`config.mk`:
```
export PLATFORM = sky130hd
export DESIGN_NAME = circular_positional_list
export DESIGN_NICKNAME = d
export VERILOG_FILES = /design/src/rtl/cpl_pkg.sv /design/src/rtl/circular_positional_list.sv
export VERILOG_INCLUDE_DIRS = /design/src /design/src/rtl
export SDC_FILE = /design/constraint.sdc
export NUM_CORES = 1
export LEC_CHECK = 0
export BUFFER_PORTS_ARGS = -buffer_cell sky130_fd_sc_hd__buf_2
export CORE_MARGIN = 10
export CORE_UTILIZATION = 51
export CTS_CLUSTER_SIZE = 24
export DETAILED_ROUTE_END_ITERATION = 7
export GPL_TIMING_DRIVEN = 1
export PLACE_DENSITY_LB_ADDON = 0.15
export SYNTH_ARGS = -nofsm -noshare
export SYNTH_HDL_FRONTEND = slang
export SYNTH_SLANG_ARGS = --single-unit
```
`constraint.sdc`:
```
create_clock -name clock -period 5.1 [get_ports clock]
set_input_delay 0.255 -clock clock [delete_from_list [all_inputs] [get_ports clock]]
set_output_delay 0.255 -clock clock [all_outputs]
set_load 0.02 [all_outputs]
```
`src/rtl/circular_positional_list_defines.svh`:
```
// Assertion macros shared by the list RTL.
`ifndef CIRCULAR_POSITIONAL_LIST_DEFINES_SVH
`define CIRCULAR_POSITIONAL_LIST_DEFINES_SVH

// Check a condition at every clock edge outside reset.
`define CPL_CHECK(label, expr, msg) \
   label: assert property (@(posedge clock) disable iff (reset) (expr)) else $error(msg);

// Check that a trigger is followed by a condition in the cycle after it.
`define CPL_CHECK_NEXT(label, trig, expr, msg) \
   label: assert property (@(posedge clock) disable iff (reset) (trig) |=> (expr)) \
      else $error(msg);

`endif

```
`src/rtl/cpl_pkg.sv`:
```
package cpl_pkg;

   localparam int MODE_W   = 3;
   localparam int POS_W    = 5;
   localparam int STATUS_W = 2;

   // Request modes; codes 6 and 7 carry no meaning.
   typedef enum logic [MODE_W-1:0] {
      MODE_INS_HEAD = 3'd0,
      MODE_INS_TAIL = 3'd1,
      MODE_INS_POS  = 3'd2,
      MODE_DEL_HEAD = 3'd3,
      MODE_DEL_TAIL = 3'd4,
      MODE_DEL_POS  = 3'd5
   } mode_type;

   typedef enum logic [STATUS_W-1:0] {
      STATUS_OK     = 2'd0,
      STATUS_EMPTY  = 2'd1,
      STATUS_BADPOS = 2'd2,
      STATUS_FULL   = 2'd3
   } status_type;

   // Internal operation after the request has been decoded.
   typedef enum logic [2:0] {
      OP_NONE,
      OP_INS_HEAD,
      OP_INS_TAIL,
      OP_INS_MID,
      OP_DEL_HEAD,
      OP_DEL_TAIL,
      OP_DEL_MID
   } op_type;

   typedef enum logic [3:0] {
      ST_IDLE,
      ST_ALLOC,
      ST_WALK,
      ST_PLACE,
      ST_LINK,
      ST_VICTIM,
      ST_UNLINK,
      ST_FREE,
      ST_DONE
   } state_type;

endpackage

```
`src/rtl/circular_positional_list.sv`:
```
// Bounded ordered list of signed values held as a linked chain of slots.
// Input channel req_* (valid/ready) carries mode, 1-based position and value:
// insert at head, tail or position, or delete from head, tail or position.
// Result channel rsp_* (valid/ready) returns one item per request: the value
// taken out (zero unless a delete succeeded), a status and the new count.
// Items are handled one at a time. Inserts and deletes at a position walk
// the chain to it, a delete at the tail walks the whole list, and inserts
// at head or tail, deletes at the head and errors need no walk. The walk
// follows one link per cycle through the single read port of the link
// memory. The result shows in the same cycle that the block turns ready
// again.
// A finished result waits in the output register; the next item is taken
// while it waits, and only its own result stalls until rsp_ready frees it.
// Reset empties the list at once: slots are handed out from a fresh counter
// and then from a free chain linked through the link memory, so the value
// and link memories need no clearing pass.
`include "circular_positional_list_defines.svh"

module circular_positional_list #(
   parameter int DEPTH      = 16,
   parameter int VALUE_BITS = 32
) (
   input  logic                               clock,
   input  logic                               reset,
   input  logic                               req_valid,
   output logic                               req_ready,
   input  logic [cpl_pkg::MODE_W-1:0]         req_mode,
   input  logic [cpl_pkg::POS_W-1:0]          req_position,
   input  logic signed [VALUE_BITS-1:0]       req_value,
   output logic                               rsp_valid,
   input  logic                               rsp_ready,
   output logic signed [VALUE_BITS-1:0]       rsp_removed_value,
   output logic [cpl_pkg::STATUS_W-1:0]       rsp_status,
   output logic [$clog2(DEPTH+1)-1:0]         rsp_entry_count
);

   localparam int AW     = $clog2(DEPTH);
   localparam int CNT_W  = $clog2(DEPTH + 1);
   localparam int CMP_W  = ((CNT_W > cpl_pkg::POS_W) ? CNT_W : cpl_pkg::POS_W) + 1;

   // Slot storage: values and links in two synchronous memories.
   logic signed [VALUE_BITS-1:0] value_mem [DEPTH];
   logic [AW-1:0]                link_mem  [DEPTH];

   logic                         val_we, val_re;
   logic [AW-1:0]                val_waddr, val_raddr;
   logic signed [VALUE_BITS-1:0] val_wdata;
   logic signed [VALUE_BITS-1:0] val_rdata_ff;

   logic                         link_we, link_re;
   logic [AW-1:0]                link_waddr, link_raddr, link_wdata;
   logic [AW-1:0]                link_rdata_ff;

   // Control state.
   cpl_pkg::state_type  state_ff, state_in;
   cpl_pkg::op_type     op_ff, op_in;
   cpl_pkg::status_type status_ff, status_in;
   logic [CNT_W-1:0]    count_ff, count_in;
   logic [CNT_W-1:0]    fresh_ff, fresh_in;
   logic [AW-1:0]       head_ff, head_in;
   logic [AW-1:0]       tail_ff, tail_in;
   logic [AW-1:0]       free_head_ff, free_head_in;
   logic                rsp_valid_ff, rsp_valid_in;

   // Per-item working registers.
   logic signed [VALUE_BITS-1:0] value_ff, value_in;
   logic [AW-1:0]       cur_ff, cur_in;
   logic [AW-1:0]       prev_ff, prev_in;
   logic [AW-1:0]       slot_ff, slot_in;
   logic [CNT_W-1:0]    hop_ff, hop_in;
   logic                walk_fwd_ff, walk_fwd_in;

   // Output register.
   logic signed [VALUE_BITS-1:0] rsp_removed_value_ff;
   logic [cpl_pkg::STATUS_W-1:0] rsp_status_ff;
   logic [CNT_W-1:0]             rsp_entry_count_ff;
   logic                         rsp_load;

   // Decode of the incoming request.
   cpl_pkg::op_type     dec_op;
   cpl_pkg::status_type dec_status;
   logic [CMP_W-1:0]    dec_target;
   logic [CMP_W-1:0]    pos_ext, cnt_ext;
   logic                list_full, list_empty, free_avail;
   logic [AW-1:0]       walk_cur;

   assign pos_ext    = CMP_W'(req_position);
   assign cnt_ext    = CMP_W'(count_ff);
   assign list_full  = (count_ff == CNT_W'(DEPTH));
   assign list_empty = (count_ff == '0);
   // Released slots wait on the free chain; fresh counts slots ever used.
   assign free_avail = (fresh_ff != count_ff);
   // During a walk, follow the link just read instead of the stored pointer.
   assign walk_cur   = walk_fwd_ff ? link_rdata_ff : cur_ff;

   always_comb begin
      dec_op     = cpl_pkg::OP_NONE;
      dec_status = cpl_pkg::STATUS_OK;
      dec_target = pos_ext;
      unique case (req_mode)
         cpl_pkg::MODE_INS_HEAD: begin
            if (list_full) dec_status = cpl_pkg::STATUS_FULL;
            else           dec_op     = cpl_pkg::OP_INS_HEAD;
         end
         cpl_pkg::MODE_INS_TAIL: begin
            if (list_full) dec_status = cpl_pkg::STATUS_FULL;
            else           dec_op     = cpl_pkg::OP_INS_TAIL;
         end
         cpl_pkg::MODE_INS_POS: begin
            priority if (pos_ext == '0 || pos_ext > cnt_ext + CMP_W'(1))
               dec_status = cpl_pkg::STATUS_BADPOS;
            else if (list_full)
               dec_status = cpl_pkg::STATUS_FULL;
            else if (pos_ext == CMP_W'(1))
               dec_op = cpl_pkg::OP_INS_HEAD;
            else if (pos_ext == cnt_ext + CMP_W'(1))
               dec_op = cpl_pkg::OP_INS_TAIL;
            else
               dec_op = cpl_pkg::OP_INS_MID;
         end
         cpl_pkg::MODE_DEL_HEAD: begin
            if (list_empty) dec_status = cpl_pkg::STATUS_EMPTY;
            else            dec_op     = cpl_pkg::OP_DEL_HEAD;
         end
         cpl_pkg::MODE_DEL_TAIL: begin
            dec_target = cnt_ext;
            priority if (list_empty)         dec_status = cpl_pkg::STATUS_EMPTY;
            else if (cnt_ext == CMP_W'(1))   dec_op     = cpl_pkg::OP_DEL_HEAD;
            else                             dec_op     = cpl_pkg::OP_DEL_TAIL;
         end
         cpl_pkg::MODE_DEL_POS: begin
            priority if (list_empty)
               dec_status = cpl_pkg::STATUS_EMPTY;
            else if (pos_ext == '0 || pos_ext > cnt_ext)
               dec_status = cpl_pkg::STATUS_BADPOS;
            else if (pos_ext == CMP_W'(1))
               dec_op = cpl_pkg::OP_DEL_HEAD;
            else if (pos_ext == cnt_ext)
               dec_op = cpl_pkg::OP_DEL_TAIL;
            else
               dec_op = cpl_pkg::OP_DEL_MID;
         end
         default: dec_status = cpl_pkg::STATUS_BADPOS;
      endcase
   end

   // Sequencer: next state, working registers and memory controls.
   always_comb begin
      state_in     = state_ff;
      op_in        = op_ff;
      status_in    = status_ff;
      count_in     = count_ff;
      fresh_in     = fresh_ff;
      head_in      = head_ff;
      tail_in      = tail_ff;
      free_head_in = free_head_ff;
      value_in     = value_ff;
      cur_in       = cur_ff;
      prev_in      = prev_ff;
      slot_in      = slot_ff;
      hop_in       = hop_ff;
      walk_fwd_in  = walk_fwd_ff;
      rsp_valid_in = rsp_valid_ff & ~rsp_ready;
      rsp_load     = 1'b0;
      req_ready    = 1'b0;
      val_we       = 1'b0;
      val_waddr    = slot_ff;
      val_wdata    = value_ff;
      val_re       = 1'b0;
      val_raddr    = cur_ff;
      link_we      = 1'b0;
      link_waddr   = slot_ff;
      link_wdata   = head_ff;
      link_re      = 1'b0;
      link_raddr   = cur_ff;

      unique case (state_ff)
         cpl_pkg::ST_IDLE: begin
            req_ready = 1'b1;
            if (req_valid) begin
               op_in       = dec_op;
               status_in   = dec_status;
               value_in    = req_value;
               cur_in      = head_ff;
               walk_fwd_in = 1'b0;
               hop_in      = CNT_W'(dec_target - CMP_W'(1));
               unique case (dec_op)
                  cpl_pkg::OP_INS_HEAD, cpl_pkg::OP_INS_TAIL, cpl_pkg::OP_INS_MID: begin
                     // Fetch the successor on the free chain in case it is used.
                     link_re    = free_avail;
                     link_raddr = free_head_ff;
                     state_in   = cpl_pkg::ST_ALLOC;
                  end
                  cpl_pkg::OP_DEL_HEAD:                     state_in = cpl_pkg::ST_VICTIM;
                  cpl_pkg::OP_DEL_TAIL, cpl_pkg::OP_DEL_MID: state_in = cpl_pkg::ST_WALK;
                  default:                                  state_in = cpl_pkg::ST_DONE;
               endcase
            end
         end
         cpl_pkg::ST_ALLOC: begin
            if (free_avail) begin
               slot_in      = free_head_ff;
               free_head_in = link_rdata_ff;
            end else begin
               slot_in  = fresh_ff[AW-1:0];
               fresh_in = fresh_ff + CNT_W'(1);
            end
            state_in = (op_ff == cpl_pkg::OP_INS_MID) ? cpl_pkg::ST_WALK : cpl_pkg::ST_PLACE;
         end
         cpl_pkg::ST_WALK: begin
            if (hop_ff != '0) begin
               // Advance one link; remember the node behind.
               link_re     = 1'b1;
               link_raddr  = walk_cur;
               prev_in     = walk_cur;
               hop_in      = hop_ff - CNT_W'(1);
               walk_fwd_in = 1'b1;
            end else begin
               cur_in   = walk_cur;
               state_in = (op_ff == cpl_pkg::OP_INS_MID) ? cpl_pkg::ST_PLACE
                                                          : cpl_pkg::ST_VICTIM;
            end
         end
         cpl_pkg::ST_PLACE: begin
            val_we = 1'b1;
            unique case (op_ff)
               cpl_pkg::OP_INS_TAIL: begin
                  link_we    = ~list_empty;
                  link_waddr = tail_ff;
                  link_wdata = slot_ff;
                  tail_in    = slot_ff;
                  if (list_empty) head_in = slot_ff;
                  state_in   = cpl_pkg::ST_DONE;
               end
               cpl_pkg::OP_INS_MID: begin
                  link_we    = 1'b1;
                  link_wdata = cur_ff;
                  state_in   = cpl_pkg::ST_LINK;
               end
               default: begin
                  link_we  = 1'b1;
                  head_in  = slot_ff;
                  if (list_empty) tail_in = slot_ff;
                  state_in = cpl_pkg::ST_DONE;
               end
            endcase
         end
         cpl_pkg::ST_LINK: begin
            link_we    = 1'b1;
            link_waddr = prev_ff;
            link_wdata = slot_ff;
            state_in   = cpl_pkg::ST_DONE;
         end
         cpl_pkg::ST_VICTIM: begin
            val_re   = 1'b1;
            link_re  = 1'b1;
            state_in = cpl_pkg::ST_UNLINK;
         end
         cpl_pkg::ST_UNLINK: begin
            unique case (op_ff)
               cpl_pkg::OP_DEL_HEAD: head_in = link_rdata_ff;
               cpl_pkg::OP_DEL_TAIL: tail_in = prev_ff;
               default: begin
                  link_we    = 1'b1;
                  link_waddr = prev_ff;
                  link_wdata = link_rdata_ff;
               end
            endcase
            state_in = cpl_pkg::ST_FREE;
         end
         cpl_pkg::ST_FREE: begin
            // Push the released slot onto the free chain.
            link_we      = 1'b1;
            link_waddr   = cur_ff;
            link_wdata   = free_head_ff;
            free_head_in = cur_ff;
            state_in     = cpl_pkg::ST_DONE;
         end
         cpl_pkg::ST_DONE: begin
            if (!rsp_valid_ff || rsp_ready) begin
               rsp_load     = 1'b1;
               rsp_valid_in = 1'b1;
               unique case (op_ff)
                  cpl_pkg::OP_INS_HEAD, cpl_pkg::OP_INS_TAIL, cpl_pkg::OP_INS_MID:
                     count_in = count_ff + CNT_W'(1);
                  cpl_pkg::OP_DEL_HEAD, cpl_pkg::OP_DEL_TAIL, cpl_pkg::OP_DEL_MID:
                     count_in = count_ff - CNT_W'(1);
                  default: count_in = count_ff;
               endcase
               state_in = cpl_pkg::ST_IDLE;
            end
         end
         default: state_in = cpl_pkg::ST_IDLE;
      endcase
   end

   always_ff @(posedge clock) begin
      if (reset) begin
         state_ff     <= cpl_pkg::ST_IDLE;
         count_ff     <= '0;
         fresh_ff     <= '0;
         head_ff      <= '0;
         tail_ff      <= '0;
         free_head_ff <= '0;
         rsp_valid_ff <= 1'b0;
      end else begin
         state_ff     <= state_in;
         count_ff     <= count_in;
         fresh_ff     <= fresh_in;
         head_ff      <= head_in;
         tail_ff      <= tail_in;
         free_head_ff <= free_head_in;
         rsp_valid_ff <= rsp_valid_in;
      end
   end

   always_ff @(posedge clock) begin
      op_ff       <= op_in;
      status_ff   <= status_in;
      value_ff    <= value_in;
      cur_ff      <= cur_in;
      prev_ff     <= prev_in;
      slot_ff     <= slot_in;
      hop_ff      <= hop_in;
      walk_fwd_ff <= walk_fwd_in;
      if (rsp_load) begin
         // Drop the read value unless a delete produced it.
         if (op_ff == cpl_pkg::OP_DEL_HEAD || op_ff == cpl_pkg::OP_DEL_TAIL ||
             op_ff == cpl_pkg::OP_DEL_MID)
            rsp_removed_value_ff <= val_rdata_ff;
         else
            rsp_removed_value_ff <= '0;
         rsp_status_ff      <= status_ff;
         rsp_entry_count_ff <= count_in;
      end
   end

   // Value memory: one write and one registered read port.
   always_ff @(posedge clock) begin
      if (val_we) value_mem[val_waddr] <= val_wdata;
      if (val_re) val_rdata_ff <= value_mem[val_raddr];
   end

   // Link memory: list links and the free chain share it.
   always_ff @(posedge clock) begin
      if (link_we) link_mem[link_waddr] <= link_wdata;
      if (link_re) link_rdata_ff <= link_mem[link_raddr];
   end

   assign rsp_valid         = rsp_valid_ff;
   assign rsp_removed_value = rsp_removed_value_ff;
   assign rsp_status        = rsp_status_ff;
   assign rsp_entry_count   = rsp_entry_count_ff;

   `CPL_CHECK(a_free_chain_len, fresh_ff >= count_ff && fresh_ff <= CNT_W'(DEPTH), "slot accounting broken")
   `CPL_CHECK(a_full_status, !(state_ff == cpl_pkg::ST_DONE && status_ff == cpl_pkg::STATUS_FULL) || list_full, "full status on a list with room")
   `CPL_CHECK_NEXT(a_count_hold, !rsp_load, $stable(count_ff), "count moved without a result")
   `CPL_CHECK_NEXT(a_busy_after_accept, req_valid && req_ready, state_ff != cpl_pkg::ST_IDLE, "accept left the sequencer idle")

endmodule
```
==> metrics, run 1 <==
status finished, final reports clean; clock sink total 733; hold buffer count at cts 32; critical path launch point type flop; Floorplan Core Area 56300 sq um; dominant cell type by area after synthesis edfxtp_1; GRT Total Usage 19.5%; # resized after CTS 0; via count 14663; post-route setup TNS 0 ns; crit-path max FO 21; fill cell total of the finished layout 4179; DP Wirelength 36200 um; Least-Margin Pin Slew 1.14 ns; main flop type after synthesis edfxtp_1; RSZ-0062 raised after global routing no; net count after synthesis 1543; final WL 64900 um; Max VDD drop 0.381 mV; clock network power share 31.6%; commonest cells in the netlist edfxtp_1 (706), mux4_2 (160), nor2_1 (75), clkbuf_1 (53), nand2_1 (44); Fmax 216 MHz; mux share of post-synthesis cell area 13.8%; Layout area overhead 14.4%; Synth Area in XOR/XNOR 0.545%; Detailed Route Iter0 Violations 1323; Yosys reg bits 733; CTS tree built; Post-Synth Adder-Cell Area 0.648%; EDFF count, synth 706; largest net degree at the start of global routing 133; crit path time final 4.62 ns; relative slew slack 23.6%; fin nets 1693; Internal Pwr Total 12200 uW; Reg area 21700 sq um; CP Data Required Time 5.43 ns; FFs w/ async S/R, synth 0%; leading post-synthesis cells by cell area edfxtp_1 (73%), mux4_2 (12%), dfxtp_1 (1.9%); final worst path period share 90.6%; top-area cell type share of the netlist area 73.2%; Final Max Tran Viols 0; IO Pins 85; Clock transition at path regs 0.06 ns; R2R Path End link_rdata_ff[3]; wire per inst 26.6 um; number of antenna cells inserted 0; TritonRoute pass-1 iters 5; Die W 258 um; multi-input logic area 6920 sq um; Synth Area in Compound Gates 3.73%; Power Dens Cells 511 nW/um^2; postcts setup bufs 0; Die Y 258 um; num rows 87; DRC errors left 0; switching share of power 28.1%; antenna violations before repair 0; min-delay src rsp_ready; Simple-Gate Fraction of Synth Area 4.82%; Overflow after GRT 0; register area share after synthesis 75.1%; Final Core Density 58.8%; Worst Setup End Kind flop; clk_skew 0.0194 ns; worst reg2reg setup slack 0.48 ns; first-pass GRT wire length 96600 um; worst reg2reg startpoint count_ff[0]; Clock Latency Late Sink 0.61 ns; Yosys cell types 76; final setup violation count 0; leakage 0.0108 uW; Syn Area/Cell 19.5 sq um; synth warn 0; CTS Root Cell clkbuf_16; # port buffers 84; most common cell in the synthesized netlist edfxtp_1; Worst Path Arrival 4.95 ns; proportion of layout cells with a drive suffix above 1 25.9%; CTS H-tree depth 3; Hold Path Cell Cnt 3; Hold Path Sink rsp_valid; critical path type reg -> reg; Max-Cap Viols 0; final hold vios 0; Netlist Area Pre-Place 28900 sq um; worst hold path type in -> reg; Vias/cell 6.01; worst-case clock buffer depth 3; Cells after Synth 1484; largest family of logic cells by synthesized area multiplexers; P_sw 4750 uW; FF-to-FF path depth 14; total clock buffers created by CTS 74; number of routed nets with antenna violations 0; power share of the sequential group 46.0%; Die ar. 66700 sq um; vias in the first global route 15042; starting density of the core 51.4%; GP Congestion 0.879; Comb pwr share 22.5%
## critical path, stage by stage, from the launching register on
cell	delay [ns]
dfxtp_1	0.53
ha_1	0.28
nand3_1	0.12
xnor2_1	0.23
ha_1	0.27
and3_1	0.18
and3_1	0.21
a211oi_2	0.28
o41a_1	0.26
o211ai_2	0.15
a41oi_2	0.56
nand2_2	0.50
mux2_2	0.42
o211ai_1	0.24
nand4_1	0.13
## layer usage
layer  part of all wire [%]  global-route usage [%]
met1                     42                    26.8
met2                     49                    32.0
met3                    6.6                    3.64
met4                    2.2                    5.23
met5                      0                       0
## final cells by class
class	count	share of cell area, %
flip-flops and latches	733	65.7
inverters	20	0.227
multi-input cells	653	20.9
clock buffers	94	5.95
well taps	756	2.86
clock inverters	33	1.22
repair buffers	152	3.17
## metrics by stage
step	setup slack, ns	hold WS, ns	power, uW	cells	instance area (sq um)
floorplan	1.21	0.354	10600	1484	28900
global placement	0.811	0.404	11700	2282	30400
detailed placement	0.591	0.408	11700	2282	30400
CTS	0.576	0.00760	17000	2441	33100
global route	0.182	0.0462	17600	2441	33100
finish	0.477	0.0362	16900	2441	33100
## cell usage in the layout (no fill, tap or decap), types with 6 or more instances in the layout
cell type	count
inv_1	17
clkbuf_1	17
clkbuf_16	75
dfxtp_1	27
buf_4	33
nor2_1	62
clkinv_1	13
a211oi_1	9
ha_1	15
xnor2_1	12
a21boi_0	7
buf_2	84
clkinv_2	8
edfxtp_1	706
xor2_1	6
nand2_1	44
and3_1	37
a222oi_1	8
a21oi_1	38
o22ai_1	6
bufinv_16	8
o211ai_1	12
nand2b_1	14
mux2_2	21
nor3_1	9
o21ai_0	25
mux2i_1	14
nor2_4	13
nand4_1	7
and2_1	6
nor2b_1	18
mux4_2	160
dlygate4sd3_1	32
nand3_1	36
## cell families after synthesis
group,after synthesis
flip-flops,733
AND/OR/NAND/NOR,275
multiplexers,195
AO/OA/AOI/OAI,150
buffers and inverters,98
XOR/XNOR,18
adder cells (fa/ha/maj),15
## registers in the layout, summed over array words and instances, names as in the netlist, 4 cells and up
| name | cells |
|---|---|
| count_ff | 5 |
| cur_ff | 4 |
| free_head_ff | 4 |
| fresh_ff | 5 |
| head_ff | 4 |
| hop_ff | 5 |
| link_mem | 64 |
| link_rdata_ff | 4 |
| prev_ff | 4 |
| rsp_entry_count | 5 |
| rsp_removed_value | 32 |
| slot_ff | 4 |
| state_ff | 4 |
| tail_ff | 4 |
| val_rdata_ff | 32 |
| val_wdata | 32 |
| value_mem | 512 |
## power by group through the flow
stage               combinational, uW  clock [uW]  sequential [uW]
global route                     4110        5670             7820
global placement                 3790           0             7870
finish                           3800        5330             7770
CTS                              3850        5430             7770
detailed placement               3820           0             7890
floorplan                        2860           0             7730
## how the worst max path moves through the flow
stage                            from          endpoint  slack, ns  depth (start not counted)
final                     count_ff[0]  link_rdata_ff[3]       0.48                         14
after global routing      count_ff[0]  link_rdata_ff[3]       0.18                         14
after detailed placement  count_ff[0]  link_rdata_ff[3]       0.59                         14
after CTS                 count_ff[0]  link_rdata_ff[3]       0.58                         14
after global placement    count_ff[0]  link_rdata_ff[3]       0.81                         14
after floorplan           state_ff[0]   value_mem[0][0]       1.21                          5
No activity file was read; power rests on OpenSTA's default activity.
==> run 2, diff against run 1 <==
--- a/config.mk
+++ b/config.mk
@@ -7,11 +7,13 @@
 export NUM_CORES = 1
 export LEC_CHECK = 0
 export BUFFER_PORTS_ARGS = -buffer_cell sky130_fd_sc_hd__buf_2
-export CORE_MARGIN = 10
-export CORE_UTILIZATION = 51
+export CELL_PAD_IN_SITES_DETAIL_PLACEMENT = 1
+export CELL_PAD_IN_SITES_GLOBAL_PLACEMENT = 2
+export CORE_MARGIN = 1.5
+export CORE_UTILIZATION = 49
 export CTS_CLUSTER_SIZE = 24
 export DETAILED_ROUTE_END_ITERATION = 7
-export GPL_TIMING_DRIVEN = 1
+export GPL_TIMING_DRIVEN = 0
 export PLACE_DENSITY_LB_ADDON = 0.15
 export SYNTH_ARGS = -nofsm -noshare
 export SYNTH_HDL_FRONTEND = slang
==> run 2 against run 1 <==
Net effect:
- sequential share of layout area fell by 1.4 points
- global-route usage rose by 5.4 points
- non-clock buffer count rose by 76
- clock skew rose by 0.028 ns
- power rose by 2.7%
- routed wire length rose by 13%
- setup slack improved by 0.17 ns
- critical path depth rose by 2
- design area rose by 2.2%
- critical endpoint is now link_rdata_ff[2]
==> metrics, run 2 (same netlist as run 1, synthesis figures left out) <==
IO Pins 85; Floorplan Core Area 58000 sq um; first-pass GRT wire length 108000 um; proportion of layout cells with a drive suffix above 1 25.1%; worst path bufs/invs 2; vias in the first global route 16272; Crit path largest cell delay 0.54 ns; worst setup margin 0.650 ns; Max-Cap Viols 0; min-delay src reset; Clock Latency Late Sink 0.63 ns; CP Data Required Time 5.43 ns; Reg area 21700 sq um; CTS Root Cell clkbuf_16; CTS H-tree depth 3; DRC errors left 0; M1 WL 30400 um; Detailed Route Iter0 Violations 1486; num rows 88; clk_skew 0.0475 ns; Overflow after GRT 0; Die Y 246 um; Placement Setup Slack 0.636 ns; largest net degree at the start of global routing 28; # port buffers 82; commonest non-fill, non-tap cell in the layout edfxtp_1; final worst path period share 87.3%; critical path type reg -> reg; Power Dens Cells 513 nW/um^2; crit-path max FO 10; Hold Path Sink count_ff[2]; clock network power share 30.9%; Worst Path Arrival 4.78 ns; P_sw 5180 uW; final hold vios 0; CTS tree built; power share of the sequential group 44.3%; worst reg2reg startpoint count_ff[1]; Final Max Tran Viols 0; critical path's slowest cell a221oi_4; TritonRoute pass-1 iters 5; Least-Margin Pin Slew 1.22 ns; via count 15387; critical path launch point type flop; final setup violation count 0; FF-to-FF path depth 16; RSZ-0062 raised after global routing no; leakage 0.0110 uW; worst hold path type in -> reg; antenna violations before repair 0; Worst Setup End Kind flop; Internal Pwr Total 12200 uW; Critical Path Start count_ff[1]; wire per inst 28.8 um; largest reg by FF count value_mem; worst-case clock buffer depth 3; post-route setup TNS 0 ns; relative slew slack 18.6%; most frequent cells in the layout edfxtp_1 (706), mux4_2 (160), buf_2 (87), clkbuf_16 (79), clkbuf_1 (72); Layout area overhead 16.9%; Comb pwr share 24.8%; R2R Path End link_rdata_ff[2]; fill cell total of the finished layout 5029; switching share of power 29.8%; fin nets 1771; met2 WL post-DR 36500 um; crit path time final 4.45 ns; WL met3 4440 um; WHS 0.0755 ns; GP Congestion 0.816; Die ar. 60500 sq um; multi-input logic area 6920 sq um; GRT Total Usage 24.9%; Max Used Layer met4; number of routed nets with antenna violations 0; starting density of the core 49.9%; Max VDD drop 0.351 mV; clock sink total 733; number of antenna cells inserted 0; final WL 73100 um; Hold Path Cell Cnt 2; # resized after CTS 0; Vias/cell 6.06; top flop regs value_mem (512), link_mem (64); critical path's top delay family compound AO/OA/AOI/OAI gates; CP cell instances ha_1 > nand3_1 > xnor2_1 > ha_1 > and3_1 > and3_1 > a211oi_2 > o41a_1 > o211ai_2 > buf_6 > and3_4 > a221oi_4 > buf_4 > nand3_1 > o211ai_1 > nand4_1; Clock transition at path regs 0.06 ns; DP Wirelength 46900 um; Die W 246 um; total clock buffers created by CTS 76; Largest register FFs 512; Fmax 225 MHz; status finished, final reports clean; worst reg2reg setup slack 0.65 ns
==> run 2: worst max-delay path by stage <==
stage / end / slack (ns) / cells past startpoint
final: link_rdata_ff[2] / 0.65 / 16
after global routing: link_rdata_ff[2] / 0.41 / 16
after CTS: link_rdata_ff[2] / 0.64 / 16
after detailed placement: link_rdata_ff[2] / 0.64 / 16
after global placement: value_mem[0][8] / -1.99 / 5
after floorplan: value_mem[0][0] / 1.21 / 5
==> run 2: power groups by stage <==
stage / sequential (uW) / combinational [uW] / clock [uW]
global route: 7740 / 4640 / 5650
finish: 7690 / 4300 / 5370
CTS: 7690 / 4360 / 5450
global placement: 7800 / 4180 / 0
floorplan: 7730 / 2860 / 0
detailed placement: 7810 / 4320 / 0
==> run 2: through the flow <==
step | power (uW) | instances | util [%] | area, sq um
after global placement | 12000 | 2331 | 52.2 | 30300
after detailed placement | 12100 | 2366 | 53.6 | 31100
after CTS | 17500 | 2539 | 58.3 | 33800
after global routing | 18000 | 2539 | 58.3 | 33800
after floorplan | 10600 | 1484 | - | 28900
final | 17400 | 2539 | 58.3 | 33800
==> run 2: layout make-up <==
type | count | area share (%)
flip-flops and latches | 733 | 64.2
multi-input cells | 653 | 20.4
inverters | 20 | 0.222
clock inverters | 40 | 1.01
plain buffers | 78 | 0.984
clock buffers | 100 | 6.10
well taps | 765 | 2.83
repair buffers | 150 | 4.16
==> run 2: layer usage <==
metal,vias to the layer above,global-route usage [%]
met5,-,0
met4,0,7.18
met3,126,4.29
met2,559,41.1
met1,8174,34.4
li1,6528,-
==> run 2: what timing repair did <==
| action | 4_1_cts | 5_1_grt |
|---|---|---|
| buffers inserted | 0 | 0 |
| endpoints found under the setup margin | 0 | 0 |
| hold buffers | 33 | 0 |
| endpoints found under the hold margin | 33 | 0 |
==> run 3, diff against run 2 <==
--- a/config.mk
+++ b/config.mk
@@ -7,10 +7,8 @@
 export NUM_CORES = 1
 export LEC_CHECK = 0
 export BUFFER_PORTS_ARGS = -buffer_cell sky130_fd_sc_hd__buf_2
-export CELL_PAD_IN_SITES_DETAIL_PLACEMENT = 1
-export CELL_PAD_IN_SITES_GLOBAL_PLACEMENT = 2
 export CORE_MARGIN = 1.5
-export CORE_UTILIZATION = 49
+export CORE_UTILIZATION = 45
 export CTS_CLUSTER_SIZE = 24
 export DETAILED_ROUTE_END_ITERATION = 7
 export GPL_TIMING_DRIVEN = 0
==> run 3 against run 2 <==
Net effect:
- sequential power about the same
- clock skew fell by 0.017 ns
- sequential share of layout area shrank 0.33 points
- hold slack lost 0.043 ns
- final cell count rose by 3.2%
- clock-buffer cell count down 2
==> metrics, run 3 (same netlist as run 1, synthesis figures left out) <==
status finished, final reports clean; relative slew slack 15.0%; number of antenna cells inserted 0; Max Used Layer met4; worst reg2reg startpoint count_ff[1]; Clock transition at path regs 0.06 ns; total clock buffers created by CTS 78; commonest non-fill, non-tap cell in the layout edfxtp_1; top flop regs value_mem (512), link_mem (64); Die Y 257 um; postcts setup bufs 0; final worst path period share 84.3%; Die ar. 65900 sq um; final hold vios 0; GRT Total Usage 21.6%; switching share of power 29.6%; Layout area overhead 17.5%; clock sink total 733; # resized after CTS 0; met2 WL post-DR 34300 um; Worst Setup End Kind flop; crit-path max FO 10; Hold Path Cell Cnt 2; Largest register FFs 512; Final Max Tran Viols 0; starting density of the core 45.7%; proportion of layout cells with a drive suffix above 1 25.3%; Power Dens Cells 512 nW/um^2; Fmax 233 MHz; Worst setup endpoint link_rdata_ff[1]; DP Wirelength 44300 um; IO Pins 85; num rows 92; RSZ-0062 raised after global routing no; Least-Margin Pin Slew 1.27 ns; largest net degree at the start of global routing 39; number of routed nets with antenna violations 0; first-pass GRT wire length 103000 um; critical path launch point type flop; WL met3 3890 um; Internal Pwr Total 12300 uW; clk_skew 0.0308 ns; Overflow after GRT 0; post-route non-filler standard cell count 2619; via count 15063; worst-case clock buffer depth 3; Vias/cell 5.75; vias in the first global route 15510; final setup violation count 0; final WL 70100 um; Die W 257 um; Detailed Route Iter0 Violations 1433; largest reg by FF count value_mem; # port buffers 82; crit path time final 4.30 ns; Clock Latency Late Sink 0.63 ns; clock network power share 31.5%; power share of the sequential group 44.2%; Critical Path Start count_ff[1]; P_sw 5140 uW; most frequent cells in the layout edfxtp_1 (706), mux4_2 (160), buf_2 (87), clkbuf_16 (80), clkbuf_1 (69); worst setup margin 0.800 ns; Floorplan Core Area 63300 sq um; wire per inst 26.8 um; Max VDD drop 0.293 mV; Placement Setup Slack 0.794 ns; CP Data Required Time 5.44 ns; Worst Path Arrival 4.64 ns; fin nets 1774; worst reg2reg setup slack 0.80 ns; CTS tree built; FF-to-FF path depth 15; M1 WL 30200 um; R2R Path End link_rdata_ff[1]; GP Congestion 0.909; DRC errors left 0; Comb pwr share 24.3%; CTS H-tree depth 3; worst hold path type in -> reg; CTS Root Cell clkbuf_16; antenna violations before repair 0; TritonRoute pass-1 iters 5; fill cell total of the finished layout 4957; critical path type reg -> reg; Inst Count DP 2448; Max-Cap Viols 0; leakage 0.0111 uW
run 3: what timing repair did:
item / CTS / global route
endpoints found under the setup margin: 0 / 0
endpoints found under the hold margin: 33 / 0
hold buffers: 33 / 0
run 3: layout make-up:
type | count | area, sq um | area share, %
clock buffer | 98 | 2080 | 6.11
timing repair buffer | 151 | 1430 | 4.20
tap | 846 | 1060 | 3.11
buffer | 78 | 333 | 0.978
sequential | 733 | 21700 | 63.9
clock inverter | 40 | 379 | 1.11
inverter | 20 | 75.1 | 0.221
multi-input combinational | 653 | 6920 | 20.3
run 3: per-stage QoR:
| step | setup TNS, ns | util, % | cell area [sq um] | total power (uW) | hold slack [ns] |
|---|---|---|---|---|---|
| after global routing | 0 | 53.7 | 34000 | 18100 | 0.0345 |
| after floorplan | 0 | - | 28900 | 10600 | 0.354 |
| after global placement | -302.45 | 48.0 | 30400 | 12000 | 0.406 |
| final | 0 | 53.7 | 34000 | 17400 | 0.0325 |
| after CTS | 0 | 53.7 | 34000 | 17600 | 0.00694 |
| after detailed placement | 0 | 49.3 | 31200 | 12000 | 0.407 |
run 3: how the worst min path moves through the flow:
stage | from | endpoint | slack [ns]
after floorplan | req_value[0] | val_wdata[0] | 0.35
after global placement | status_ff[1] | rsp_status[1] | 0.41
after detailed placement | status_ff[0] | rsp_status[0] | 0.41
after CTS | reset | count_ff[2] | 0.007
after global routing | reset | count_ff[1] | 0.03
final | reset | count_ff[3] | 0.03
run 3: worst max-delay path, stage by stage (launching register included):
cell,delay [ns]
dfxtp_1,0.50
ha_1,0.27
nand3_1,0.11
xnor2_1,0.23
ha_1,0.28
and3_1,0.18
and3_1,0.21
a211oi_2,0.29
o41a_1,0.26
o211ai_2,0.16
buf_6,0.18
and3_4,0.20
a221oi_4,0.49
and3b_1,0.29
a2bb2oi_1,0.22
nand4_1,0.16
run 3: metal layers:
metal	up-vias	GRT usage [%]
li1	6544	-
met1	7930	29.9
met2	485	35.2
met3	104	4.04
met4	0	6.16
met5	-	0
run 3: power groups by stage:
stage | clock network, uW | logic (uW) | registers [uW]
floorplan | 0 | 2860 | 7730
detailed placement | 0 | 4240 | 7810
CTS | 5590 | 4280 | 7690
global route | 5800 | 4570 | 7740
finish | 5490 | 4220 | 7690
global placement | 0 | 4150 | 7810
